<file path="src/sv/assert_macros.svh">
// Assertion helpers shared by the parser modules.
// Every check is clocked on the rising edge and is off while reset is asserted.
`ifndef ASSERT_MACROS_SVH
`define ASSERT_MACROS_SVH

// A property that must hold at every clock edge.
`define ASSERT_ALWAYS(lbl, clk, rstn, prop, msg) \
  lbl: assert property (@(posedge clk) disable iff (!rstn) (prop)) else $error(msg);

// If the antecedent holds, the consequent must hold in the same cycle.
`define ASSERT_IMPL(lbl, clk, rstn, ante, cons, msg) \
  lbl: assert property (@(posedge clk) disable iff (!rstn) (ante) |-> (cons)) else $error(msg);

// If the antecedent holds, the consequent must hold in the next cycle.
`define ASSERT_NEXT(lbl, clk, rstn, ante, cons, msg) \
  lbl: assert property (@(posedge clk) disable iff (!rstn) (ante) |=> (cons)) else $error(msg);

`endif

</file>
<file path="src/sv/rclfp_pkg.sv">
`timescale 1ns / 1ps
package rclfp_pkg;

  localparam int unsigned CHANNELS   = 8;
  localparam int unsigned CH_RAW_W   = 11;
  localparam int unsigned CH_W       = 12;
  localparam int unsigned RAW_BITS   = CHANNELS * CH_RAW_W;
  // Frame bytes 0..13 are all the unpacking and header checks ever look at.
  localparam int unsigned SHADOW_BYTES = 14;
  localparam int unsigned PAYLOAD_FIRST = 3;
  localparam int unsigned TOT_W      = 9;
  localparam int unsigned IN_W       = 40;
  localparam int unsigned OUT_W      = 136;
  localparam int unsigned PADDR_W    = 4;

  localparam logic [7:0]  CRC_POLY   = 8'hD5;
  localparam logic [15:0] SCALE_MUL  = 16'd40945;
  localparam logic [CH_W-1:0] SCALE_OFF = 12'd881;

  localparam logic [15:0] TIMEOUT_RST = 16'd1750;
  localparam logic [7:0]  ADDRESS_RST = 8'hC8;
  localparam logic [7:0]  TYPE_RST    = 8'h16;

  // Register indexes (byte address divided by four).
  localparam logic [1:0] REG_TIMEOUT = 2'd0;
  localparam logic [1:0] REG_ADDRESS = 2'd1;
  localparam logic [1:0] REG_TYPE    = 2'd2;

  typedef enum logic [1:0] {
    ST_OK      = 2'd0,
    ST_CRC_BAD = 2'd1,
    ST_OTHER   = 2'd2
  } status_e;

  typedef struct packed {
    logic [15:0] timeout_us;
    logic [7:0]  address;
    logic [7:0]  frame_type;
  } cfg_t;

  typedef struct packed {
    status_e             status;
    logic [31:0]         time_us;
    logic [RAW_BITS-1:0] raw;
  } mid_t;

  // CRC-8, MSB first, one byte per call.
  function automatic logic [7:0] crc8_update(input logic [7:0] crc, input logic [7:0] b);
    logic [7:0] v;
    v = crc ^ b;
    for (int k = 0; k < 8; k++) begin
      if (v[7]) begin
        v = {v[6:0], 1'b0} ^ CRC_POLY;
      end else begin
        v = {v[6:0], 1'b0};
      end
    end
    return v;
  endfunction

  // raw * 40945 / 65536 + 881, a fixed-point form of raw * 0.6248 + 881.
  function automatic logic [CH_W-1:0] scale_channel(input logic [CH_RAW_W-1:0] raw);
    logic [26:0] p;
    p = 27'(raw) * 27'(SCALE_MUL);
    return {1'b0, p[26:16]} + SCALE_OFF;
  endfunction

endpackage

</file>
<file path="src/sv/rclfp_cfg_regs.sv">
`timescale 1ns / 1ps
module rclfp_cfg_regs
  import rclfp_pkg::*;
(
  input  logic               clk_i,
  input  logic               rst_ni,
  input  logic               psel,
  input  logic               penable,
  input  logic               pwrite,
  input  logic [PADDR_W-1:0] paddr,
  input  logic [31:0]        pwdata,
  output logic [31:0]        prdata,
  output logic               pready,
  output cfg_t               cfg_o
);

  cfg_t       cfg_q;
  logic       wr_en;
  logic [1:0] reg_idx;

  assign pready  = 1'b1;
  assign reg_idx = paddr[3:2];
  assign wr_en   = psel && penable && pwrite;
  assign cfg_o   = cfg_q;

  always_ff @(posedge clk_i or negedge rst_ni) begin
    if (!rst_ni) begin
      cfg_q.timeout_us <= TIMEOUT_RST;
      cfg_q.address    <= ADDRESS_RST;
      cfg_q.frame_type <= TYPE_RST;
    end else if (wr_en) begin
      case (reg_idx)
        REG_TIMEOUT: cfg_q.timeout_us <= pwdata[15:0];
        REG_ADDRESS: cfg_q.address    <= pwdata[7:0];
        REG_TYPE:    cfg_q.frame_type <= pwdata[7:0];
        default: ;
      endcase
    end
  end

  always_comb begin
    case (reg_idx)
      REG_TIMEOUT: prdata = {16'd0, cfg_q.timeout_us};
      REG_ADDRESS: prdata = {24'd0, cfg_q.address};
      REG_TYPE:    prdata = {24'd0, cfg_q.frame_type};
      default:     prdata = '0;
    endcase
  end

endmodule

</file>
<file path="src/sv/rclfp_byte_stage.sv">
`timescale 1ns / 1ps
`include "assert_macros.svh"
module rclfp_byte_stage
  import rclfp_pkg::*;
#(
  parameter int unsigned BUFFER_BYTES = 64
) (
  input  logic        clk_i,
  input  logic        rst_ni,
  input  cfg_t        cfg_i,
  input  logic        s_valid_i,
  output logic        s_ready_o,
  input  logic [7:0]  s_byte_i,
  input  logic [31:0] s_time_i,
  output logic        mid_valid_o,
  input  logic        mid_ready_i,
  output mid_t        mid_o
);

  localparam int unsigned WpW = $clog2(BUFFER_BYTES + 1);

  // Input register.
  logic        in_valid_q;
  logic [7:0]  in_byte_q;
  logic [31:0] in_time_q;

  // Frame state.
  logic [WpW-1:0] wp_q, wp_d;
  logic [31:0]    start_q, start_d;
  logic [7:0]     crc_q, crc_d;
  logic [7:0]     buf_q [SHADOW_BYTES];

  // Result register.
  logic mid_valid_q, mid_valid_d;
  mid_t mid_q, mid_d;

  logic                proc_fire;
  logic [31:0]         elapsed;
  logic                restart;
  logic [WpW-1:0]      wp_eff;
  logic [TOT_W-1:0]    wp_ext;
  logic [TOT_W-1:0]    total;
  logic                drop;
  logic                done;
  logic [7:0]          type_byte;
  logic [7:0]          crc_ref;
  logic [RAW_BITS-1:0] payload;

  assign proc_fire   = in_valid_q && (!mid_valid_q || mid_ready_i);
  assign s_ready_o   = !in_valid_q || proc_fire;
  assign mid_valid_o = mid_valid_q;
  assign mid_o       = mid_q;

  always_comb begin
    elapsed   = in_time_q - start_q;
    restart   = elapsed > {16'd0, cfg_i.timeout_us};
    wp_eff    = restart ? '0 : wp_q;
    wp_ext    = TOT_W'(wp_eff);
    drop      = wp_eff >= WpW'(BUFFER_BYTES);
    total     = {1'b0, buf_q[1]} + TOT_W'(2);
    type_byte = (wp_eff == WpW'(2)) ? in_byte_q : buf_q[2];
    // With a zero length byte the check byte is the length byte itself.
    crc_ref   = (total == TOT_W'(2)) ? buf_q[1] : in_byte_q;

    wp_d    = wp_q;
    start_d = start_q;
    crc_d   = crc_q;
    done    = 1'b0;
    if (proc_fire) begin
      if (wp_eff == '0) begin
        start_d = in_time_q;
      end
      if (!drop) begin
        wp_d = wp_eff + 1'b1;
        if (wp_eff >= WpW'(2)) begin
          if (wp_eff == WpW'(2)) begin
            crc_d = crc8_update(8'h00, in_byte_q);
          end else if (wp_ext + TOT_W'(2) <= total) begin
            crc_d = crc8_update(crc_q, in_byte_q);
          end
          if (wp_ext + TOT_W'(1) >= total) begin
            done = 1'b1;
            wp_d = '0;
          end
        end
      end
    end

    // Payload view with the byte being written forwarded in.
    for (int i = 0; i < SHADOW_BYTES - PAYLOAD_FIRST; i++) begin
      payload[i*8 +: 8] = (wp_eff == WpW'(i + PAYLOAD_FIRST)) ? in_byte_q
                                                              : buf_q[i + PAYLOAD_FIRST];
    end

    mid_d.time_us = in_time_q;
    mid_d.raw     = payload;
    if (crc_d != crc_ref) begin
      mid_d.status = ST_CRC_BAD;
    end else if (buf_q[0] == cfg_i.address && type_byte == cfg_i.frame_type) begin
      mid_d.status = ST_OK;
    end else begin
      mid_d.status = ST_OTHER;
    end

    if (proc_fire) begin
      mid_valid_d = done;
    end else begin
      mid_valid_d = mid_valid_q && !mid_ready_i;
    end
  end

  always_ff @(posedge clk_i or negedge rst_ni) begin
    if (!rst_ni) begin
      in_valid_q  <= 1'b0;
      wp_q        <= '0;
      start_q     <= '0;
      crc_q       <= '0;
      mid_valid_q <= 1'b0;
    end else begin
      if (s_ready_o) begin
        in_valid_q <= s_valid_i;
      end
      wp_q        <= wp_d;
      start_q     <= start_d;
      crc_q       <= crc_d;
      mid_valid_q <= mid_valid_d;
    end
  end

  always_ff @(posedge clk_i) begin
    if (s_valid_i && s_ready_o) begin
      in_byte_q <= s_byte_i;
      in_time_q <= s_time_i;
    end
    if (proc_fire && done) begin
      mid_q <= mid_d;
    end
    if (proc_fire && !drop) begin
      for (int i = 0; i < SHADOW_BYTES; i++) begin
        if (wp_eff == WpW'(i)) begin
          buf_q[i] <= in_byte_q;
        end
      end
    end
  end

  `ASSERT_ALWAYS(a_wp_bound, clk_i, rst_ni, wp_q <= WpW'(BUFFER_BYTES), "write position past buffer")
  `ASSERT_NEXT(a_done_rewinds, clk_i, rst_ni, proc_fire && done, wp_q == '0 && mid_valid_q, "completed frame did not restart framing")
  `ASSERT_NEXT(a_mid_holds, clk_i, rst_ni, mid_valid_q && !mid_ready_i, mid_valid_q && $stable(mid_q), "stalled status was lost")

endmodule

</file>
<file path="src/sv/rclfp_scale_stage.sv">
`timescale 1ns / 1ps
`include "assert_macros.svh"
module rclfp_scale_stage
  import rclfp_pkg::*;
(
  input  logic             clk_i,
  input  logic             rst_ni,
  input  logic             mid_valid_i,
  output logic             mid_ready_o,
  input  mid_t             mid_i,
  output logic             m_valid_o,
  input  logic             m_ready_i,
  output logic [OUT_W-1:0] m_data_o
);

  logic            out_valid_q;
  status_e         status_q;
  logic [CH_W-1:0] held_q [CHANNELS];
  logic [CH_W-1:0] held_d [CHANNELS];
  logic [31:0]     last_q, last_d;
  logic            mid_fire;
  logic            take;

  assign mid_ready_o = !out_valid_q || m_ready_i;
  assign mid_fire    = mid_valid_i && mid_ready_o;
  assign take        = mid_fire && (mid_i.status == ST_OK);
  assign m_valid_o   = out_valid_q;

  always_comb begin
    for (int k = 0; k < CHANNELS; k++) begin
      held_d[k] = take ? scale_channel(mid_i.raw[k*CH_RAW_W +: CH_RAW_W]) : held_q[k];
    end
    last_d = take ? mid_i.time_us : last_q;
  end

  // Held channels only move when a new status enters the output register,
  // so they stay matched to the status shown while the receiver stalls.
  always_ff @(posedge clk_i or negedge rst_ni) begin
    if (!rst_ni) begin
      out_valid_q <= 1'b0;
      status_q    <= ST_OK;
      last_q      <= '0;
      for (int k = 0; k < CHANNELS; k++) begin
        held_q[k] <= '0;
      end
    end else begin
      if (mid_ready_o) begin
        out_valid_q <= mid_valid_i;
      end
      if (mid_fire) begin
        status_q <= mid_i.status;
      end
      last_q <= last_d;
      for (int k = 0; k < CHANNELS; k++) begin
        held_q[k] <= held_d[k];
      end
    end
  end

  always_comb begin
    m_data_o       = '0;
    m_data_o[1:0]  = status_q;
    for (int k = 0; k < CHANNELS; k++) begin
      m_data_o[2 + k*CH_W +: CH_W] = held_q[k];
    end
    m_data_o[2 + CHANNELS*CH_W +: 32] = last_q;
  end

  `ASSERT_NEXT(a_fire_shows, clk_i, rst_ni, mid_fire, out_valid_q, "status lost on its way out")
  `ASSERT_IMPL(a_ok_range, clk_i, rst_ni, out_valid_q && status_q == ST_OK, held_q[0] >= SCALE_OFF && held_q[7] >= SCALE_OFF, "accepted frame shows unscaled channels")
  `ASSERT_NEXT(a_held_stable, clk_i, rst_ni, !take, $stable(last_q) && $stable(held_q[0]), "held values changed without an accepted frame")

endmodule

</file>
<file path="src/sv/rc_link_frame_parser_top.sv">
`timescale 1ns / 1ps
// RC link frame parser.
// s_axis carries received link bytes: tdata[7:0] is the byte, tdata[39:8] its
// microsecond arrival timestamp. One byte is taken per cycle when tready is high.
// Bytes build a frame (address, length, type, payload, CRC-8). Every completed
// frame gives one request on m_axis: a status and the eight held channel values
// plus the timestamp of the last accepted channel frame. Bytes that do not end
// a frame give nothing.
// A frame's status goes to m_axis through the input register, the frame logic
// and the output register. Throughput is one byte per cycle while they are not
// all full; the CRC and framing update for each byte is combinational.
// When m_axis stalls, the status register holds; the frame stage and the input
// register still fill, and s_axis tready drops only when all three are full.
// Reset clears framing, the held channels, the timestamp and the registers to
// timeout 1750 us, address 0xC8 and type 0x16. The APB port sets those three
// registers at byte addresses 0, 4 and 8; write them only while no frame is
// in flight.
module rc_link_frame_parser_top
  import rclfp_pkg::*;
#(
  parameter int unsigned BUFFER_BYTES = 64
) (
  input  logic               clk_i,
  input  logic               rst_ni,
  input  logic               s_axis_tvalid,
  output logic               s_axis_tready,
  input  logic [IN_W-1:0]    s_axis_tdata,   // rx_byte, arrival_time_us
  output logic               m_axis_tvalid,
  input  logic               m_axis_tready,
  // frame_status, channel_a .. channel_h, last_channel_time_us, zero fill
  output logic [OUT_W-1:0]   m_axis_tdata,
  input  logic               psel,
  input  logic               penable,
  input  logic               pwrite,
  input  logic [PADDR_W-1:0] paddr,
  input  logic [31:0]        pwdata,
  output logic [31:0]        prdata,
  output logic               pready
);

  cfg_t cfg;
  logic mid_valid;
  logic mid_ready;
  mid_t mid;

  rclfp_cfg_regs u_cfg (
    .clk_i   (clk_i),
    .rst_ni  (rst_ni),
    .psel    (psel),
    .penable (penable),
    .pwrite  (pwrite),
    .paddr   (paddr),
    .pwdata  (pwdata),
    .prdata  (prdata),
    .pready  (pready),
    .cfg_o   (cfg)
  );

  rclfp_byte_stage #(
    .BUFFER_BYTES (BUFFER_BYTES)
  ) u_byte (
    .clk_i       (clk_i),
    .rst_ni      (rst_ni),
    .cfg_i       (cfg),
    .s_valid_i   (s_axis_tvalid),
    .s_ready_o   (s_axis_tready),
    .s_byte_i    (s_axis_tdata[7:0]),
    .s_time_i    (s_axis_tdata[39:8]),
    .mid_valid_o (mid_valid),
    .mid_ready_i (mid_ready),
    .mid_o       (mid)
  );

  rclfp_scale_stage u_scale (
    .clk_i       (clk_i),
    .rst_ni      (rst_ni),
    .mid_valid_i (mid_valid),
    .mid_ready_o (mid_ready),
    .mid_i       (mid),
    .m_valid_o   (m_axis_tvalid),
    .m_ready_i   (m_axis_tready),
    .m_data_o    (m_axis_tdata)
  );

endmodule

</file>
<file path="config.mk">
export PLATFORM = sky130hd
export DESIGN_NAME = rc_link_frame_parser_top
export DESIGN_NICKNAME = d
export VERILOG_FILES = /design/src/sv/rclfp_pkg.sv /design/src/sv/rclfp_cfg_regs.sv /design/src/sv/rclfp_byte_stage.sv /design/src/sv/rclfp_scale_stage.sv /design/src/sv/rc_link_frame_parser_top.sv
export VERILOG_INCLUDE_DIRS = /design/src /design/src/sv
export SDC_FILE = /design/constraint.sdc
export NUM_CORES = 2
export LEC_CHECK = 0
export BUFFER_PORTS_ARGS = -buffer_cell sky130_fd_sc_hd__buf_4
export CAP_MARGIN = 20
export CORE_ASPECT_RATIO = 0.6
export CORE_MARGIN = 2
export CORE_UTILIZATION = 50
export CTS_CLUSTER_DIAMETER = 80
export CTS_CLUSTER_SIZE = 28
export DETAILED_ROUTE_END_ITERATION = 7
export PLACE_DENSITY = 0.7
export SLEW_MARGIN = 20
export SYNTH_ARGS = -nofsm -noshare
export SYNTH_HDL_FRONTEND = slang
export SYNTH_SLANG_ARGS = --single-unit
</file>
<file path="constraint.sdc">
create_clock -name clk_i -period 12.75 [get_ports clk_i]
set_input_delay 0.6375 -clock clk_i [delete_from_list [all_inputs] [get_ports clk_i]]
set_output_delay 0.6375 -clock clk_i [all_outputs]
set_load 0.02 [all_outputs]
</file>
-- Word-level counts from Yosys, hierarchy flattened
Memories as Yosys holds them, arrays and structs flattened. A register that Yosys moved wholly into a read port is not among the register bits.
Index checks and enable logic that the tools add are counted.
- bits in registers: 286
- bits in latches: 0
- bits in writable memories: 112
- ROM bits: 0
- bits of input ports: 83
- word-level logic and storage cells: 303
- memories kept: 1
- memory list (name ; words ; width ; read ports ; clocked after memory_dff ; wr ports ; RTL line ; RTL):
    u_byte.buf_q ; 14 ; 8 ; 14 ; 11 ; 1 ; rclfp_byte_stage.sv:31 ; logic [7:0] buf_q [SHADOW_BYTES];
- add/sub/neg operators: 13
- multiply operators: 8
- divide/modulo/power cells: 0
- $lt $le $gt $ge: 5
- equal/unequal tests: 19
- shift operators: 0
- muxes and demuxes: 177
- bitwise operators: 18
- reductions and logical operators: 39
- operators with widths (kind ; count):
    $mux 8 ; 99
    $mul 11x16->27 const B ; 8
    $reduce_or 8->1 ; 13
    $add 11x10->12 const B ; 8
    $not 5->5 ; 16
    $mux 1 ; 60
    $mux 4 ; 13
    $pmux 16 s3 ; 1
    $eq 7x4->1 const B ; 6
    $gt 32x16->1 ; 1
    $sub 32x32->32 ; 1
    $eq 7x3->1 const B ; 4
    $mux 7 ; 3
    $eq 8x8->1 ; 2
    $eq 7x2->1 const B ; 2
    $logic_and 1x1->1 ; 10
    $reduce_and 2->1 ; 5
    $add 8x2->9 const B ; 1
    $eq 9x2->1 const B ; 1
    $ge 9x9->1 ; 1
    $le 9x9->1 ; 1
    $add 7x1->8 const B ; 1
    $add 7x2->8 const B ; 1
    $ne 8x8->1 ; 1
    other kinds (13) ; 20

-- Depth between registers and ports, before layout
- depth in word-level cells: 60
- depth in mapped cells: 43
- gate-level depth less buffers: 41

-- Modules after synthesis
From an unflattened synthesis, not the netlist that was laid out.
- cells, all modules: 4339
- area total of the unflattened synthesis: 44153.6 µm²
- by module, submodules not included (module ; instances ; cells an instance ; area an instance (µm²) ; seq. area each (µm²)):
    rclfp_scale_stage ; 1 ; 2979 ; 27677.8 ; 3278.1
    rclfp_byte_stage ; 1 ; 1235 ; 14858.0 ; 8573.2
    rclfp_cfg_regs ; 1 ; 125 ; 1617.8 ; 817.0

-- Worst setup path after synthesis
No wires, ideal clock.
- path kind: register -> register
- start point: register u_byte.start_q[0]
- end point: register u_byte.mid_o[0] (netlist name)
- data arrival time: 11266 ps
- path slack: 879 ps
- stages on the path, launching flop included: 36
- cell sequence: dfrtp_1 ha_1 fa_1 nand2b_1 a211o_1 o21ai_1 a21o_1 nor2_1 xnor2_1 ha_1 nand4_1 or4_1 o41ai_1 nand4b_1 a2111oi_1 o311ai_1 nor4_1 nand2_1 clkbuf_1 inv_1 nand2_1 inv_1 ha_1 clkbuf_1 xnor2_1 ha_1 o21ai_0 nand2b_1 a21oi_1 nor2b_1 o21ai_0 nand2b_1 a21oi_1 nor2b_1 o211ai_1 nor2_1
- longest elaborated chain between the ends: 10
- elaborated cells on any way between the ends: 12
- those cells by class: add/sub (2); order compare (4); mux (5); reduce/logical (1)
- ends and longest elaborated chain (what ; RTL line ; RTL):
    start: declaration ; rclfp_byte_stage.sv:29 ; logic [31:0] start_q, start_d;
    start signal: assignment ; rclfp_byte_stage.sv:124 ; start_q <= start_d;
    $sub 32x32->32 (*) ; rclfp_byte_stage.sv:55 ; elapsed = in_time_q - start_q;
    $gt 32x16->1 (*) ; rclfp_byte_stage.sv:56 ; restart = elapsed > {16'd0, cfg_i.timeout_us};
    $mux 7 (*) ; rclfp_byte_stage.sv:57 ; wp_eff = restart ? '0 : wp_q;
    $add 7x1->8 ; rclfp_byte_stage.sv:81 ; if (wp_ext + TOT_W'(1) >= total) begin
    $ge 9x9->1 ; rclfp_byte_stage.sv:81 ;
    $mux 1 ; rclfp_byte_stage.sv:81 ;
    $mux 1 ; rclfp_byte_stage.sv:75 ; if (wp_eff >= WpW'(2)) begin
    $mux 1 (*) ; rclfp_byte_stage.sv:73 ; if (!drop) begin
    $mux 1 (*) ; rclfp_byte_stage.sv:69 ; if (proc_fire) begin
    $logic_and 1x1->1 (*) ; rclfp_byte_stage.sv:135 ; if (proc_fire && done) begin
Mark *: on every way between the ends. The rest lies on a longest branch, timed or not.
A chain may end at the register's enable or synchronous reset.

-- Worst setup path in the final report
- start point: register u_byte.in_time_q[0]
- end point: register u_byte.mid_q (netlist bit u_byte.mid_o[121]) (data pin)
- longest elaborated chain between the ends: 11
- elaborated cells on any way between the ends: 18
- those cells by class: add/sub (2); order compare (4); eq/ne (3); mux (8); reduce/logical (1)
- ends and longest elaborated chain (what ; RTL line ; RTL):
    start: declaration ; rclfp_byte_stage.sv:25 ; logic [31:0] in_time_q;
    start signal: assignment ; rclfp_byte_stage.sv:133 ; in_time_q <= s_time_i;
    $sub 32x32->32 (*) ; rclfp_byte_stage.sv:55 ;
    $gt 32x16->1 (*) ; rclfp_byte_stage.sv:56 ;
    $mux 7 (*) ; rclfp_byte_stage.sv:57 ;
    $add 7x2->8 ; rclfp_byte_stage.sv:78 ; end else if (wp_ext + TOT_W'(2) <= total) begin
    $le 9x9->1 ; rclfp_byte_stage.sv:78 ;
    $mux 8 ; rclfp_byte_stage.sv:78 ;
    $mux 8 ; rclfp_byte_stage.sv:76 ; if (wp_eff == WpW'(2)) begin
    $mux 8 ; rclfp_byte_stage.sv:75 ;
    $mux 8 (*) ; rclfp_byte_stage.sv:73 ;
    $mux 8 (*) ; rclfp_byte_stage.sv:69 ;
    named net u_byte.crc_d[1] ; rclfp_byte_stage.sv:30 ; logic [7:0] crc_q, crc_d;
    $ne 8x8->1 (*) ; rclfp_byte_stage.sv:97 ; if (crc_d != crc_ref) begin
    end signal: assignment ; rclfp_byte_stage.sv:136 ; mid_q <= mid_d;
    end: declaration ; rclfp_byte_stage.sv:35 ; mid_t mid_q, mid_d;
The timed path passes the listed nets; every way through them passes the cells marked *.

==> metrics.txt <==
number of port buffers=212; # rows=81; initial antenna violation count=3; PwrDens=73.2 nW/µm²; fill cell count=7049; Peak VDD IR=95.7 µV; RSZ-0062 raised after global routing=no; Sum Neg Setup Slack=0 ns; adder-cell share of the synthesized area=37.2%; final setup vio count=0; Primary FF master, synth=dfrtp_1; endpoint class of the critical path=flop; Slowest cell on crit path=nor2_1; GR Util All Layers=21.5%; synthesized area=41400 µm²; worst skew pair latency=0.63 ns; ys async rst share=43.6%; drt pass-1 iters=5; Starting Density=50.7%; drt via density=5.29; Area Growth Syn to Fin=9.25%; largest family of logic cells by synthesized area=adder cells; layout cells sized above 1=11.0%; first-pass GRT wire length=about 150 mm; placer congestion estimate=slightly above 0.9; crit path kind=reg2reg; core box area=81800 µm²; worst-margin pin slew=1.09 ns; Leak Pwr=24.6 nW; Max Buffers Root-to-Sink=3; Max-slew headroom=27.0%; largest net degree at the start of global routing=about 100; post-synthesis sequential area ratio=30.6%; Final period util=75.0%; Synth Area in Compound Gates=8.06%; CP top delay family=simple AND/OR/NAND/NOR gates; Ys Warns=0; status=complete, no violations; Gate Count Post-Synth=3877; Hold Fails Final Rpt=0; slowest stage delay, CP=0.59 ns; CTS clk-pin slew, worst paths=0.11 ns; syn avg cell area=10.7 µm²; synthesized flop and latch total=486; worst min path class=in2reg; drt drc=0; die area=85300 µm²; 1st-iter DRT viols=approximately 1800; hold_ws=approximately 0.19 ns; CP Buf/Inv Count=3; grt total ovfl=0; Root Buffer=clkbuf_16; Ports=254; f_max=0.105 GHz; max_cap viols=0; via total after detailed routing=between 20000 and 30000; Post-synth EDFFs=186; multiplexer share of the synthesized area=3.56%; H-tree depth=1; Die Ht=227 µm; Final ANT Viol Nets=0; DRT Wirelength=between 80 and 90 mm; final net count=5137; n_diodes=0; Num Clock Sinks=486; crit path launch type=flop; post-synthesis cell type count=95; TritonCTS clock tree=yes; Max FO, Critical Path=11; CP required=13.22 ns; XOR/XNOR Fraction of Synth Area=between 5 and 6%; min Tclk post-route=9.57 ns; Setup Skew=0.0400 ns; die width=376 µm; Max Slew Vio Count=0; dpl hpwl=71.8 mm; vias in the first global route=27400; Routed WL per cell=17.4 µm; CP arrival=10.03 ns; CTS Buf Count=28; Synth Area in Simple Gates=9.01%
worst paths after layout:
kind / start / to / slack [ns] / cells past startpoint
worst min register to register: u_byte.mid_o[102]$_DFFE_PP_ / u_scale.last_q[14]$_DFFE_PN0P_ / 0.44 / 2
worst max register to register: u_byte.in_time_q[0]$_DFFE_PP_ / u_byte.mid_o[121]$_SDFFCE_PP0P_ / 3.18 / 39
min in group asynchronous: rst_ni / u_cfg.cfg_o[30]$_DFFE_PN0P_ / 0.54 / 2
worst min-delay path: s_axis_tdata[15] / u_byte.in_time_q[7]$_DFFE_PP_ / 0.19 / 1
max in group asynchronous: rst_ni / u_byte.start_q[27]$_DFFE_PN0P_ / 10.25 / 4
worst max-delay path: u_byte.in_time_q[0]$_DFFE_PP_ / u_byte.mid_o[121]$_SDFFCE_PP0P_ / 3.18 / 39
synthesized netlist by cell type (97+ instances only):
| cell type | number | area (µm²) |
|---|---|---|
| a21oi_1 | 114 | 571 |
| fa_1 | 401 | 8030 |
| o21ai_0 | 201 | 1010 |
| xor2_1 | 97 | 850 |
| nor2_1 | 155 | 582 |
| edfxtp_1 | 186 | 5590 |
| inv_1 | 570 | 2140 |
| xnor2_1 | 149 | 1310 |
| nand2_1 | 370 | 1390 |
| ha_1 | 591 | 7390 |
| mux2_2 | 108 | 1220 |
| dfrtp_1 | 199 | 4980 |
power breakdown:
part | internal, mW | leakage [nW] | switching, mW
Clock | 0.499 | 0.507 | 0.611
Combinational | 0.195 | 18.6 | 0.311
Sequential | 1.67 | 5.47 | 0.0308
Total | 2.36 | 24.6 | 0.952
per-stage QoR:
step	util [%]	std cells	cell area (µm²)	power (mW)	setup slack (ns)
after floorplan	-	3898	41500	2.07	0.879
after global placement	54.0	5109	44200	2.22	3.37
after detailed placement	54.1	5110	44200	2.23	3.40
after CTS	55.4	5163	45300	3.33	3.35
after global routing	55.4	5163	45300	3.45	2.50
final	55.4	5163	45300	3.32	3.18
routing by layer:
layer  GRT usage [%]  share of wire, %  vias to the layer above
met2            32.4                43                      522
met4            3.32               1.5                        0
li1                -                 -                    13300
met3            2.73               4.8                       83
met1            33.8                51                    13400
met5               0                 0                        -
layout by cell type (no fill, tap or decap), types with 114 or more instances in the layout:
cell      Yosys  layout
ha_1        591     591
inv_1       570     570
fa_1        401     401
nand2_1     370     370
buf_4        26     233
o21ai_0     201     201
dfrtp_1     199     199
edfxtp_1    186     186
nor2_1      155     154
xnor2_1     149     149
a21oi_1     114     114
flip-flops by register name, indices dropped and copies added (netlist names), 7 cells and up, named ones only:
| name | cells |
|---|---|
| u_scale.m_data_o | 96 |
| u_byte.in_time_q | 32 |
| u_cfg.cfg_o | 32 |
| u_byte.mid_o | 122 |
| u_byte.buf_q | 88 |
| u_scale.last_q | 32 |
| u_byte.crc_q | 8 |
| u_byte.in_byte_q | 8 |
| u_byte.wp_q | 7 |
| u_byte.start_q | 32 |
final cells by class:
cell class	count	area [µm²]	share of cell area, %
clock inverter	18	312	0.688
tap	1079	1350	2.98
multi-input combinational	2738	26200	57.9
inverter	571	2140	4.73
sequential	486	12700	28.0
clock buffer	34	744	1.64
timing repair buffer	237	1820	4.02
timing repair:
action,4_1_cts,5_1_grt
hold buffers,1,0
gates resized for setup,0,0
buffers inserted,0,0
hold endpoints to repair,43,0
logic make-up (layout without fill, tap and decap cells):
| kind of cell | count (synthesis) | after routing |
|---|---|---|
| adders and majority gates | 992 | 992 |
| other | 2 | 23 |
| DFF | 486 | 486 |
| buffers and inverters | 674 | 860 |
| and+or+nand+nor | 812 | 812 |
| muxes | 134 | 134 |
| xor gates and xnor gates | 246 | 246 |
| AOI/OAI and AO/OA | 531 | 531 |
No activity file was read; power rests on OpenSTA's default activity.
